[src/rtl/dlss_pkg.sv]
// ----------------------------------------------------------------------------
// dlss_pkg
// Shared types, constants and symbol/bin mapping for the digit/letter sorter.
// ----------------------------------------------------------------------------
`default_nettype none

package dlss_pkg;

    localparam int CHAR_W        = 8;
    localparam int NBINS         = 62;
    localparam int DIGIT_BINS    = 10;
    localparam int LETTER_BINS   = 26;
    localparam int BIN_W         = 6;
    localparam int MAX_CHARS_DEF = 1024;

    // Priority tree geometry: 8 leaf groups of 8 bins each
    localparam int LEAF_N  = 8;
    localparam int NGRP    = 8;
    localparam int LEAF_W  = 3;
    localparam int PAD_W   = NGRP * LEAF_N;

    // Input kind codes
    localparam logic KIND_LOAD = 1'b0;
    localparam logic KIND_PULL = 1'b1;

    // Output group codes
    localparam logic GRP_DIGIT  = 1'b0;
    localparam logic GRP_LETTER = 1'b1;

    // Decoded symbol
    typedef struct packed {
        logic             hit;
        logic             grp;
        logic [BIN_W-1:0] bin;
    } bin_dec_t;

    // Count store write command
    typedef struct packed {
        logic             en;
        logic [BIN_W-1:0] addr;
    } wr_cmd_t;

    // Byte -> bin: digits 0..9, 'z'..'a' 10..35, 'Z'..'A' 36..61
    function automatic bin_dec_t bin_of(input logic [CHAR_W-1:0] c);
        bin_dec_t d;
        logic [CHAR_W-1:0] t;
        d = '0;
        t = '0;
        if (c >= 8'd48 && c <= 8'd57)
        begin
            t     = c - 8'd48;
            d.hit = 1'b1;
            d.grp = GRP_DIGIT;
        end
        else if (c >= 8'd97 && c <= 8'd122)
        begin
            t     = 8'd132 - c;
            d.hit = 1'b1;
            d.grp = GRP_LETTER;
        end
        else if (c >= 8'd65 && c <= 8'd90)
        begin
            t     = 8'd126 - c;
            d.hit = 1'b1;
            d.grp = GRP_LETTER;
        end
        d.bin = t[BIN_W-1:0];
        return d;
    endfunction

    // Bin -> byte
    function automatic logic [CHAR_W-1:0] char_of(input logic [BIN_W-1:0] b);
        logic [CHAR_W-1:0] w;
        logic [CHAR_W-1:0] r;
        w = {2'b00, b};
        if (b < 6'd10)
        begin
            r = 8'd48 + w;
        end
        else if (b < 6'd36)
        begin
            r = 8'd132 - w;
        end
        else
        begin
            r = 8'd126 - w;
        end
        return r;
    endfunction

endpackage

`default_nettype wire

[src/rtl/dlss_count_store.sv]
// ----------------------------------------------------------------------------
// dlss_count_store
// Per-symbol count memory with reset-cleared valid bits and nonzero flags.
// ----------------------------------------------------------------------------
`default_nettype none

module dlss_count_store #(
    parameter int CNT_W = 10
) (
    input  wire logic                         clk,
    input  wire logic                         rst_n,
    input  wire logic [dlss_pkg::BIN_W-1:0]   rd_addr,
    input  wire dlss_pkg::wr_cmd_t            wr,
    input  wire logic [CNT_W-1:0]             wr_data,
    output logic      [CNT_W-1:0]             rd_count,
    output logic      [dlss_pkg::NBINS-1:0]   nz
);
    import dlss_pkg::*;

    logic [CNT_W-1:0] mem [NBINS];
    logic [CNT_W-1:0] rd_data_reg;
    logic [NBINS-1:0] vld_reg;
    logic [NBINS-1:0] nz_reg;
    logic             rd_vld_reg;

    // Memory array: one write port, one registered read port
    always_ff @(posedge clk)
    begin
        if (wr.en)
        begin
            mem[wr.addr] <= wr_data;
        end
        rd_data_reg <= mem[rd_addr];
    end

    // Valid and nonzero flags per bin
    always_ff @(posedge clk or negedge rst_n)
    begin
        if (!rst_n)
        begin
            vld_reg    <= '0;
            nz_reg     <= '0;
            rd_vld_reg <= 1'b0;
        end
        else
        begin
            rd_vld_reg <= vld_reg[rd_addr];
            if (wr.en)
            begin
                vld_reg[wr.addr] <= 1'b1;
                nz_reg[wr.addr]  <= (wr_data != '0);
            end
        end
    end

    // Entry never written reads as zero
    assign rd_count = rd_vld_reg ? rd_data_reg : '0;
    assign nz       = nz_reg;

endmodule

`default_nettype wire

[src/rtl/dlss_find.sv]
// ----------------------------------------------------------------------------
// dlss_find
// Two-level registered priority search for the lowest nonzero bin.
// ----------------------------------------------------------------------------
`default_nettype none

module dlss_find (
    input  wire logic                        clk,
    input  wire logic                        rst_n,
    input  wire logic [dlss_pkg::NBINS-1:0]  nz,
    output logic                             any,
    output logic      [dlss_pkg::BIN_W-1:0]  bin
);
    import dlss_pkg::*;

    logic [PAD_W-1:0]  nz_pad;
    logic [NGRP-1:0]   leaf_any_reg;
    logic [LEAF_W-1:0] leaf_idx_reg [NGRP];
    logic [NGRP-1:0]   leaf_any_next;
    logic [LEAF_W-1:0] leaf_idx_next [NGRP];
    logic [LEAF_W-1:0] sel;

    assign nz_pad = {{(PAD_W-NBINS){1'b0}}, nz};

    // Leaf level: first set bit in each group of eight
    always_comb
    begin
        for (int g = 0; g < NGRP; g++)
        begin
            leaf_any_next[g] = |nz_pad[g*LEAF_N +: LEAF_N];
            leaf_idx_next[g] = '0;
            for (int k = LEAF_N-1; k >= 0; k--)
            begin
                if (nz_pad[g*LEAF_N + k])
                begin
                    leaf_idx_next[g] = LEAF_W'(k);
                end
            end
        end
    end

    always_ff @(posedge clk or negedge rst_n)
    begin
        if (!rst_n)
        begin
            leaf_any_reg <= '0;
            for (int g = 0; g < NGRP; g++)
            begin
                leaf_idx_reg[g] <= '0;
            end
        end
        else
        begin
            leaf_any_reg <= leaf_any_next;
            for (int g = 0; g < NGRP; g++)
            begin
                leaf_idx_reg[g] <= leaf_idx_next[g];
            end
        end
    end

    // Root level: first group with a hit
    always_comb
    begin
        sel = '0;
        for (int g = NGRP-1; g >= 0; g--)
        begin
            if (leaf_any_reg[g])
            begin
                sel = LEAF_W'(g);
            end
        end
    end

    assign any = |leaf_any_reg;
    assign bin = {sel, leaf_idx_reg[sel]};

endmodule

`default_nettype wire

[src/rtl/dlss_step.sv]
// ----------------------------------------------------------------------------
// dlss_step
// Shared count step unit: adds or removes one from a bin count.
// ----------------------------------------------------------------------------
`default_nettype none

module dlss_step #(
    parameter int CNT_W = 10
) (
    input  wire logic             dec,
    input  wire logic [CNT_W-1:0] count,
    output logic      [CNT_W-1:0] result
);
    import dlss_pkg::*;

    // Two's complement step of +1 or -1
    assign result = count + (dec ? {CNT_W{1'b1}} : CNT_W'(1));

endmodule

`default_nettype wire

[src/rtl/digit_letter_split_sort_core.sv]
// ----------------------------------------------------------------------------
// digit_letter_split_sort_core
// Counting sort of digits and letters: loads bump a per-symbol count, pulls
// return digits ascending, then letters from 'z' down to 'A'.
// ----------------------------------------------------------------------------
//  Channel  Dir  Signals                     Content
//  s_*      in   tvalid tready tdata tuser   tdata[7:0] char_in; tuser kind
//  m_*      out  tvalid tready tdata tuser   tdata[7:0] char_out, [8] valid_res;
//                tlast                       tuser group; tlast last
//
//  Load: one count memory read, then one write through the shared step
//  unit; a dropped byte or a full group does neither.
//  Pull: priority tree stage, root select and memory read, step and
//  write-back, then the output register; an empty pull skips the step.
//  A pull waits in its final cycle while the output register holds an
//  item not yet taken. Reset clears all counts at once via valid bits.
// ----------------------------------------------------------------------------
`default_nettype none

module digit_letter_split_sort_core #(
    parameter int MAX_CHARS = dlss_pkg::MAX_CHARS_DEF
) (
    input  wire logic        clk,
    input  wire logic        rst_n,
    input  wire logic        s_tvalid,
    output logic             s_tready,
    input  wire logic [7:0]  s_tdata,   // [7:0] char_in
    input  wire logic        s_tuser,   // [0] kind
    output logic             m_tvalid,
    input  wire logic        m_tready,
    output logic [15:0]      m_tdata,   // [7:0] char_out, [8] valid_res, zero pad
    output logic             m_tuser,   // [0] group
    output logic             m_tlast
);
    import dlss_pkg::*;

    localparam int CNT_W = $clog2(MAX_CHARS);
    localparam logic [CNT_W-1:0] CAP = CNT_W'(MAX_CHARS - 1);

    typedef enum logic [2:0] {
        S_IDLE,
        S_LWR,
        S_P1,
        S_P2,
        S_POUT
    } state_t;

    state_t            state_reg;
    logic [BIN_W-1:0]  bin_reg;
    logic              grp_reg;
    logic              found_reg;
    logic              last_reg;
    logic [CNT_W-1:0]  dig_tot_reg;
    logic [CNT_W-1:0]  let_tot_reg;
    logic              m_valid_reg;
    logic [CHAR_W-1:0] m_char_reg;
    logic              m_found_reg;
    logic              m_grp_reg;
    logic              m_last_reg;

    bin_dec_t          dec_in;
    logic              in_acc;
    logic              out_free;
    logic [CNT_W-1:0]  grp_tot;
    logic [BIN_W-1:0]  rd_addr;
    wr_cmd_t           wr;
    logic [CNT_W-1:0]  rd_count;
    logic [CNT_W-1:0]  step_res;
    logic [NBINS-1:0]  nz;
    logic              f_any;
    logic [BIN_W-1:0]  f_bin;
    logic              step_dec;

    assign dec_in   = bin_of(s_tdata);
    assign in_acc   = s_tvalid && s_tready;
    assign out_free = !m_valid_reg || m_tready;
    assign grp_tot  = (dec_in.grp == GRP_LETTER) ? let_tot_reg : dig_tot_reg;
    assign s_tready = (state_reg == S_IDLE);

    // Read address: decoded byte on a load, tree result on a pull
    assign rd_addr  = (state_reg == S_P1) ? f_bin : dec_in.bin;
    assign step_dec = (state_reg == S_P2);

    // Write-back in the step cycle of either operation
    assign wr.en    = (state_reg == S_LWR) || (state_reg == S_P2);
    assign wr.addr  = bin_reg;

    dlss_count_store #(.CNT_W(CNT_W)) u_store (
        .clk      (clk),
        .rst_n    (rst_n),
        .rd_addr  (rd_addr),
        .wr       (wr),
        .wr_data  (step_res),
        .rd_count (rd_count),
        .nz       (nz)
    );

    dlss_find u_find (
        .clk   (clk),
        .rst_n (rst_n),
        .nz    (nz),
        .any   (f_any),
        .bin   (f_bin)
    );

    dlss_step #(.CNT_W(CNT_W)) u_step (
        .dec    (step_dec),
        .count  (rd_count),
        .result (step_res)
    );

    // Sequencer, group totals and output register
    always_ff @(posedge clk or negedge rst_n)
    begin
        if (!rst_n)
        begin
            state_reg   <= S_IDLE;
            bin_reg     <= '0;
            grp_reg     <= 1'b0;
            found_reg   <= 1'b0;
            last_reg    <= 1'b0;
            dig_tot_reg <= '0;
            let_tot_reg <= '0;
            m_valid_reg <= 1'b0;
            m_char_reg  <= '0;
            m_found_reg <= 1'b0;
            m_grp_reg   <= 1'b0;
            m_last_reg  <= 1'b0;
        end
        else
        begin
            // In S_POUT the output register is reloaded below whenever it drains
            if (m_valid_reg && m_tready && (state_reg != S_POUT))
            begin
                m_valid_reg <= 1'b0;
            end

            case (state_reg)
                S_IDLE:
                begin
                    if (in_acc)
                    begin
                        if (s_tuser == KIND_PULL)
                        begin
                            state_reg <= S_P1;
                        end
                        else if (dec_in.hit && (grp_tot < CAP))
                        begin
                            bin_reg   <= dec_in.bin;
                            grp_reg   <= dec_in.grp;
                            state_reg <= S_LWR;
                        end
                    end
                end

                S_LWR:
                begin
                    if (grp_reg == GRP_LETTER)
                    begin
                        let_tot_reg <= let_tot_reg + CNT_W'(1);
                    end
                    else
                    begin
                        dig_tot_reg <= dig_tot_reg + CNT_W'(1);
                    end
                    state_reg <= S_IDLE;
                end

                S_P1:
                begin
                    bin_reg   <= f_bin;
                    grp_reg   <= (f_bin < BIN_W'(DIGIT_BINS)) ? GRP_DIGIT : GRP_LETTER;
                    found_reg <= f_any;
                    last_reg  <= 1'b0;
                    state_reg <= f_any ? S_P2 : S_POUT;
                end

                S_P2:
                begin
                    // Last when both totals reach zero after this removal
                    if (grp_reg == GRP_LETTER)
                    begin
                        let_tot_reg <= let_tot_reg - CNT_W'(1);
                        last_reg    <= (let_tot_reg == CNT_W'(1)) && (dig_tot_reg == '0);
                    end
                    else
                    begin
                        dig_tot_reg <= dig_tot_reg - CNT_W'(1);
                        last_reg    <= (dig_tot_reg == CNT_W'(1)) && (let_tot_reg == '0);
                    end
                    state_reg <= S_POUT;
                end

                S_POUT:
                begin
                    if (out_free)
                    begin
                        m_valid_reg <= 1'b1;
                        m_found_reg <= found_reg;
                        m_char_reg  <= found_reg ? char_of(bin_reg) : '0;
                        m_grp_reg   <= found_reg && grp_reg;
                        m_last_reg  <= found_reg && last_reg;
                        state_reg   <= S_IDLE;
                    end
                end

                default:
                begin
                    state_reg <= S_IDLE;
                end
            endcase
        end
    end

    assign m_tvalid = m_valid_reg;
    assign m_tdata  = {7'b0, m_found_reg, m_char_reg};
    assign m_tuser  = m_grp_reg;
    assign m_tlast  = m_last_reg;

endmodule

`default_nettype wire

[config.mk]
export PLATFORM = sky130hd
export DESIGN_NAME = digit_letter_split_sort_core
export DESIGN_NICKNAME = d
export VERILOG_FILES = /design/src/rtl/dlss_pkg.sv /design/src/rtl/dlss_count_store.sv /design/src/rtl/dlss_find.sv /design/src/rtl/dlss_step.sv /design/src/rtl/digit_letter_split_sort_core.sv
export SDC_FILE = /design/constraint.sdc
export NUM_CORES = 1
export LEC_CHECK = 0
export BUFFER_PORTS_ARGS = -buffer_cell sky130_fd_sc_hd__buf_4
export CAP_MARGIN = 10
export CORE_MARGIN = 2
export CORE_UTILIZATION = 55
export CTS_CLUSTER_DIAMETER = 50
export DETAILED_ROUTE_END_ITERATION = 16
export GPL_TIMING_DRIVEN = 0
export MAX_ROUTING_LAYER = met4
export PLACE_DENSITY_LB_ADDON = 0.08
export SLEW_MARGIN = 20
export SYNTH_ARGS = -nofsm -noshare
export SYNTH_HDL_FRONTEND = slang
export SYNTH_HIERARCHICAL = 1
export SYNTH_SLANG_ARGS = --single-unit
[constraint.sdc]
create_clock -name clk -period 6.5 [get_ports clk]
set_input_delay 1.625 -clock clk [delete_from_list [all_inputs] [get_ports clk]]
set_output_delay 1.625 -clock clk [all_outputs]
set_load 0.01 [all_outputs]
==> results of run 1 <==
[area by class of cell]
class	instances	area [um^2]	area share (%)
plain buffers	89	497	1.25
diodes	2	5.00	0.0126
well taps	837	1050	2.64
flip-flops and latches	831	23800	60.0
clock inverters	67	764	1.92
multi-input cells	1137	9890	24.9
clock buffers	105	2440	6.13
repair buffers	86	1040	2.61
inverters	57	214	0.538
[synth_stat cells (4+ instances only)]
cell	count
mux4_2	158
mux2_4	6
buf_2	15
or3_1	6
or2_2	51
nor2b_1	19
xnor2_1	23
a31oi_1	15
o22ai_1	4
nand3b_1	8
nand3_1	32
and2_1	18
or4_1	5
o211ai_1	8
nand4_1	7
nor3_1	41
edfxtp_1	620
nor2_1	148
dfrtp_1	201
mux2i_1	44
a21oi_1	106
buf_4	19
buf_1	6
inv_1	57
o21bai_1	8
clkbuf_1	41
o31ai_1	5
buf_6	6
nand2_1	127
o2111ai_1	9
o221ai_1	6
a22o_1	14
dfxtp_1	10
nand2b_1	28
xor2_1	14
ha_1	30
and3_1	6
o21ai_0	53
a21o_1	5
a22oi_1	41
nor4_1	21
mux2_2	17
[kinds of logic after synthesis]
kind of cell	count (synthesis)	share of synthesized area [%]
buf+inv	146	2.08
simple gates	534	7.73
flops	831	69.7
mux	226	12.6
xor+xnor	37	0.947
other cells	1	0.0110
compound gates	302	5.82
fa+ha+maj	31	1.16
[cells in the final DEF, fill, tap and decap left out, drive strengths merged, types with 18 or more instances in the layout]
cell and n:
a21oi 107, a22oi 41, and2 18, buf 134, clkbuf 146, clkinv 39, dfrtp 201, edfxtp 620
ha 30, inv 70, mux2 23, mux2i 44, mux4 159, nand2 127, nand2b 28, nand3 32
nor2 150, nor2b 19, nor3 43, nor4 23, o21ai 53, or2 51, xnor2 23
[worst reg2reg max path, stage by stage, from the launching register on]
cell and delay, ns:
dfrtp_1 0.36, clkbuf_1 0.18, nand3b_1 0.42, inv_1 0.69, ha_1 0.46, and3_4 0.24
a2111oi_4 0.50, xnor2_2 0.32, buf_6 0.26, or4_1 0.55, nor4_2 0.73, clkbuf_1 0.57
o21ai_0 0.20
[path summary, 6_finish.rpt]
check | startpoint | to | slack [ns] | cells after the start
hold / removal | u_store/vld_reg[37]$_DFFE_PN0P_ | u_store/vld_reg[37]$_DFFE_PN0P_ | 0.46 | 1
min in group asynchronous | rst_n | m_tvalid$_DFF_PN0_ | 0.89 | 1
max in group asynchronous | rst_n | u_store/vld_reg[51]$_DFFE_PN0P_ | 4.89 | 2
hold reg to reg | u_store/vld_reg[37]$_DFFE_PN0P_ | u_store/vld_reg[37]$_DFFE_PN0P_ | 0.46 | 1
setup reg to reg | state_reg[2]$_DFFE_PN0P_ | u_store/nz[34]$_DFFE_PN0P_ | 0.87 | 12
setup / recovery | s_tdata[0] | u_store/rd_data_reg[1]$_DFF_P_ | 0.20 | 16
[where the power goes]
group          internal, mW  switching [mW]
combinational          2.30            4.00
clock                  3.22            2.19
sequential             7.17           0.410
[stage by stage]
step                      util (%)  worst slack [ns]  instances
after floorplan                  -              1.55       2114
after global routing          64.5            0.0574       3210
after CTS                     64.5             0.385       3209
final                         64.5             0.202       3211
after detailed placement      59.3            -0.270       3037
after global placement        57.6             -1.55       2976
[routing by layer]
layer	vias to the layer above	global-route usage, %	wire [um]
met5	-	-	0
met4	0	8.59	2670
met3	159	4.20	6620
met2	865	45.4	42300
met1	10292	40.3	36300
li1	8526	-	-
==> metrics.md, run 1 <==
| Metric | Value |
|---|---|
| Post-CTS Hold Buffers | 0 |
| Share of Yosys cell area claimed by the top area cell type | 54.4% |
| Register bit total from synthesis | 831 |
| Worst-skew pair later-pin latency | approximately 0.65 ns |
| CP cell instances | buf_4, inv_1, ha_1, or4b_4, a31oi_2, nor2_2, nand3b_1, a31oi_1, buf_2, buf_2, clkbuf_1, mux4_2, a22oi_1, a21oi_1, nor3_1, o21ai_0 |
| Fin crit share | a little over nine tenths |
| Worst Path Required | 6.98 ns |
| Ys async rst share | 24.2% |
| Avg Cell Area, Syn | 16.2 um^2 |
| Setup violators final | 0 |
| Die Ht | 253 um |
| RSZ-0062 raised after global routing | no |
| VDD IR max | 0.315 mV |
| Synth cell types | 79 |
| Ys flop type | edfxtp_1 |
| First-pass GRT wire length | roughly 130000 um |
| Pins Over Slew Limit | 0 |
| Hold Fails Final Rpt | 0 |
| Crit-path max cell delay | about 0.8 ns |
| Die span in x | 253 um |
| Power Dens Cells | roughly 490 mW/mm^2 |
| Cell chosen for the clock root | clkbuf_16 |
| Crit-path slowest cell | clkbuf_1 |
| TNS Setup | 0 ns |
| Slew margin rel. | around 25% |
| CTS tree | built |
| Core area | 0.0616 mm^2 |
| Initial Utilization | 55.6% |
| CP endpoint kind | flop |
| Die area | 0.0642 mm^2 |
| Total power | between 15 and 20 mW |
| Crit path DAT | about 6.8 ns |
| Area leader, netlist | edfxtp_1 |
| Post-Route WL | between 80000 and 90000 um |
| H-tree levels | 3 |
| CP max FO | 10 |
| PortBufs | 25 |
| Row Count | 91 |
| Least-Margin Pin Slew | 1.12 ns |
| Synth area leaders | edfxtp_1 (54%), dfrtp_1 (15%), mux4_2 (10%) |
| I/O pin cnt | 33 |
| Outcome | complete, no violations |
| Vias in the first global route | 19681 |
| Fmax | around 0.16 GHz |
| GR Util All Layers | between 20% and 30% |
| Post-Syn Instances | 2108 |
| Shortest period the worst path allows | 6.30 ns |
| Initial antenna violation count | 2 |
| Fillers | approximately 4400 |
| Reg clk slew, reported paths | 0.06 ns |
| Synth warn | 6 |
| 1st-iter DRT viols | around 2300 |
| Seq/Total Area, Yosys | ~70% |
| Sink Count | 831 |
| Max-cap violations | 0 |
| # DRC | 0 |
| Synth-to-Final Area Change | 16.1% |
| Post-route ant nets | 0 |
| Leak pwr | 14.5 nW |
| Worst Path Buf+Inv | 5 |
| WL per Instance | 27.4 um |
| Post-CTS setup buffers | 0 |
| Worst hold path type | flop to flop |
| DR vias | 19842 |
| Layout Skew | around 0.033 ns |
| Syn Std Cell Area | 0.0342 mm^2 |
| TritonCTS Buffers | 93 |
| Max FFs per register | 620 |
| Placed Area | 0.0365 mm^2 |
| Clock buffer depth | 3 |
| Layout Nets | 2339 |
| DP HPWL | 61000 um |
| Worst hold slack | 0.460 ns |
| Setup crit start kind | primary input |
| Fin area | slightly below 0.04 mm^2 |
| Final Wtd Congestion | 0.869 |
| CP top delay family | buffers and inverters |
| DRT Pass-1 Iters | 7 |
| Largest net degree at the start of global routing | 83 |
| Number of synthesized flops with an enable pin | 620 |
| Number of cells upsized or downsized after cts | 0 |
| Avg Vias per Cell | 6.18 |
| WS Path Type | primary input to flop |
| Worst path most repeated cell | buf_2 |
| Global route overflow | 0 |
| Share of cells above drive strength 1 | 24.7% |
Power figures use the tool's default switching activity.
==> run 2: changes to the inputs <==
CORE_ASPECT_RATIO = 0.5   (was not set)
PLACE_DENSITY = 0.74   (was not set)
PLACE_DENSITY_LB_ADDON = not set   (was 0.08)
clock period = 5.2 ns   (was 6.5 ns; I/O delays follow)
==> run 2 against run 1 <==
  * Global-route usage shrank 0.88 points
  * Design area shrank 2.5%
  * Critical path depth is the same
  * Clock power shrank 2%
  * Die area grew 0.19%
  * Critical path type unchanged
  * Critical endpoint is now u_store/rd_data_reg[5]$_DFF_P_
  * Largest power group unchanged
==> metrics.md, run 2 (synthesis gave the netlist of run 1 again) <==
| Metric | Value |
|---|---|
| Outcome | complete, no violations |
| TritonCTS Buffers | 73 (-22%) |
| Post-CTS Hold Buffers | 0 (unchanged) |
| Cell chosen for the clock root | clkbuf_16 |
| Sink Count | 831 (unchanged) |
| DP HPWL | 58700 um (-3.8%) |
| Avg Vias per Cell | 6.45 (+4.3%) |
| First-pass GRT wire length | 128000 um (-1.6%) |
| Final Wtd Congestion | 1.00 (+15%) |
| Vias in the first global route | 20097 (+2.1%) |
| Total power | 23.0 mW (+19%) |
| Top layer in use | met4 |
| Die area | 0.0644 mm^2 (+0.19%) |
| Worst-skew pair later-pin latency | 0.63 ns (-0.02 ns) |
| Layout Nets | 2300 (-1.7%) |
| Fin crit share | 98.7% |
| Sequential fraction of design power | 41.2% (+1.9 points) |
| Die span in x | 357 um (+41%) |
| Internal Pwr Total | 14.8 mW (+17%) |
| Switching power total | 8.21 mW (+25%) |
| H-tree levels | 3 (unchanged) |
| Post-Route WL | 87000 um (-1.0%) |
| Max FFs per register | 620 (unchanged) |
| Slew margin rel. | 25.5% (+0.16 points) |
| Commonest non-fill, non-tap cell in the layout | edfxtp_1 |
| PortBufs | 25 (unchanged) |
| TNS Setup | 0 ns (unchanged) |
| 1st-iter DRT viols | 2749 (+18%) |
| Core area | 0.0613 mm^2 (-0.42%) |
| Setup crit start kind | primary input |
| Metal-1 WL | 33500 um (-7.9%) |
| Most frequent cells in the layout | edfxtp_1 (620), dfrtp_1 (201), mux4_2 (158) |
| Largest net degree at the start of global routing | 83 (unchanged) |
| CP max FO | 10 (unchanged) |
| Met2 wire length | 39000 um (-7.9%) |
| WL per Instance | 27.7 um (+1.1%) |
| Hold Fails Final Rpt | 0 (unchanged) |
| Post-route ant nets | 0 (unchanged) |
| Setup violators final | 0 (unchanged) |
| Layout Skew | 0.0284 ns (-0.00428 ns) |
| DRT Pass-1 Iters | 6 (-1) |
| DR WL met3 | 11200 um (+69%) |
| Worst hold slack | 0.466 ns (+0.00524 ns) |
| Reg clk slew, reported paths | 0.07 ns (about the same) |
| Power Dens Cells | 594 mW/mm^2 (+22%) |
| WS Path Type | primary input to flop |
| Global route overflow | 0 (unchanged) |
| Initial Utilization | 55.8% (+0.23 points) |
| Shortest period the worst path allows | about 5 ns |
| I/O pin cnt | 33 (unchanged) |
| VDD IR max | 0.400 mV (+27%) |
| Fmax | ~0.2 GHz |
| CTS tree | built |
| Least-Margin Pin Slew | 1.12 ns (+0.00173 ns) |
| Die Ht | 180 um (-29%) |
| Switching part of the total power | 35.7% (+1.5 points) |
| Crit path DAT | 5.67 ns (-1.11 ns) |
| Worst Path Required | 5.74 ns (-1.24 ns) |
| Clk pwr share | 23.1% (-4.9 points) |
| # DRC | 0 (unchanged) |
| Share of cells above drive strength 1 | 24.1% (-0.68 points) |
| Row Count | 64 (-30%) |
| Synth-to-Final Area Change | 13.2% |
| Clock buffer depth | 3 (unchanged) |
| Max-cap violations | 0 (unchanged) |
| CP endpoint kind | flop |
| Initial antenna violation count | 4 (+2) |
| Gate power share | 35.7% (+3.0 points) |
| Leak pwr | 14.0 nW (-3.2%) |
| Worst hold path type | flop to flop |
| GR Util All Layers | 28.2% (-0.88 points) |
| DR vias | 20260 (+2.1%) |
| Pins Over Slew Limit | 0 (unchanged) |
run 2: cell types whose count changed in the layout (fill, tap and decap cells not counted), moves of 4 or more:
cell | previous run | this run
bufinv_16 | 12 | 3
clkinv_4 | 10 | 2
buf_1 | 6 | 2
clkbuf_1 | 50 | 33
buf_4 | 43 | 51
buf_2 | 15 | 9
clkbuf_2 | 0 | 16
inv_6 | 10 | 3
clkbuf_8 | 0 | 5
buf_6 | 43 | 30
buf_8 | 19 | 10
clkbuf_4 | 0 | 8
clkbuf_16 | 96 | 75
run 2: final timing paths:
kind                       depth (start not counted)                                end                             start  slack, ns
max                                               16     u_store/rd_data_reg[5]$_DFF_P_                        s_tdata[0]       0.07
min                                                1     u_store/vld_reg[7]$_DFFE_PN0P_    u_store/vld_reg[7]$_DFFE_PN0P_       0.47
max reg2reg                                       16     u_store/rd_data_reg[5]$_DFF_P_  u_find/leaf_any_reg[2]$_DFF_PN0_       0.32
min reg2reg                                        1     u_store/vld_reg[7]$_DFFE_PN0P_    u_store/vld_reg[7]$_DFFE_PN0P_       0.47
max in group asynchronous                          2    u_store/vld_reg[29]$_DFFE_PN0P_                             rst_n       3.88
min in group asynchronous                          1  u_find/leaf_idx_reg[23]$_DFF_PN0_                             rst_n       0.58
run 2: through the flow:
stage               util (%)  instance area [um^2]  std cells  setup slack (ns)
global placement        57.8                 35500       2964             -2.22
detailed placement      59.1                 36200       3002             -1.25
finish                  63.2                 38800       3143            0.0692
CTS                     63.0                 38600       3138           0.00973
floorplan                  -                 34300       2114             0.574
global route            63.2                 38700       3140           -0.0175
run 2: what timing repair did:
action                                  in CTS  in global routing
endpoints found under the setup margin      70                 61
resized for setup                           23                 46
buffers inserted                             3                  2
pin swaps                                    0                  1
run 2: worst max-delay path: stages:
cell      delay [ns]
buf_4           0.14
inv_1           0.15
ha_1            0.19
or4b_4          0.48
a31oi_2         0.33
nor2_2          0.14
or4_1           0.57
a21oi_4         0.28
buf_4           0.36
and2_1          0.24
clkbuf_4        0.29
clkbuf_2        0.31
a22oi_1         0.14
nand3_1         0.17
nand2_1         0.28
a31oi_1         0.28
run 2: layout make-up:
cell class                      instances  area, um^2
Antenna cell                            4        10.0
Buffer                                 88         562
Clock buffer                           92        1990
Clock inverter                         41         347
Fill cell                            4234       22600
Inverter                               57         218
Multi-Input combinational cell       1137        9950
Sequential cell                       831       23800
Tap cell                              825        1030
Timing Repair Buffer                   68         790
run 2: layer usage:
layer,track usage (%),vias up
li1,-,8417
met5,-,-
met1,37.6,10384
met3,9.40,237
met2,40.7,1222
met4,10.0,0
run 2: power by group through the flow:
stage	combinational, mW	sequential, mW	clock [mW]
after global placement	7.02	9.82	0
after global routing	8.62	9.56	5.68
after detailed placement	7.83	9.60	0
after CTS	7.91	9.48	5.40
final	8.22	9.49	5.32
after floorplan	4.56	9.56	0
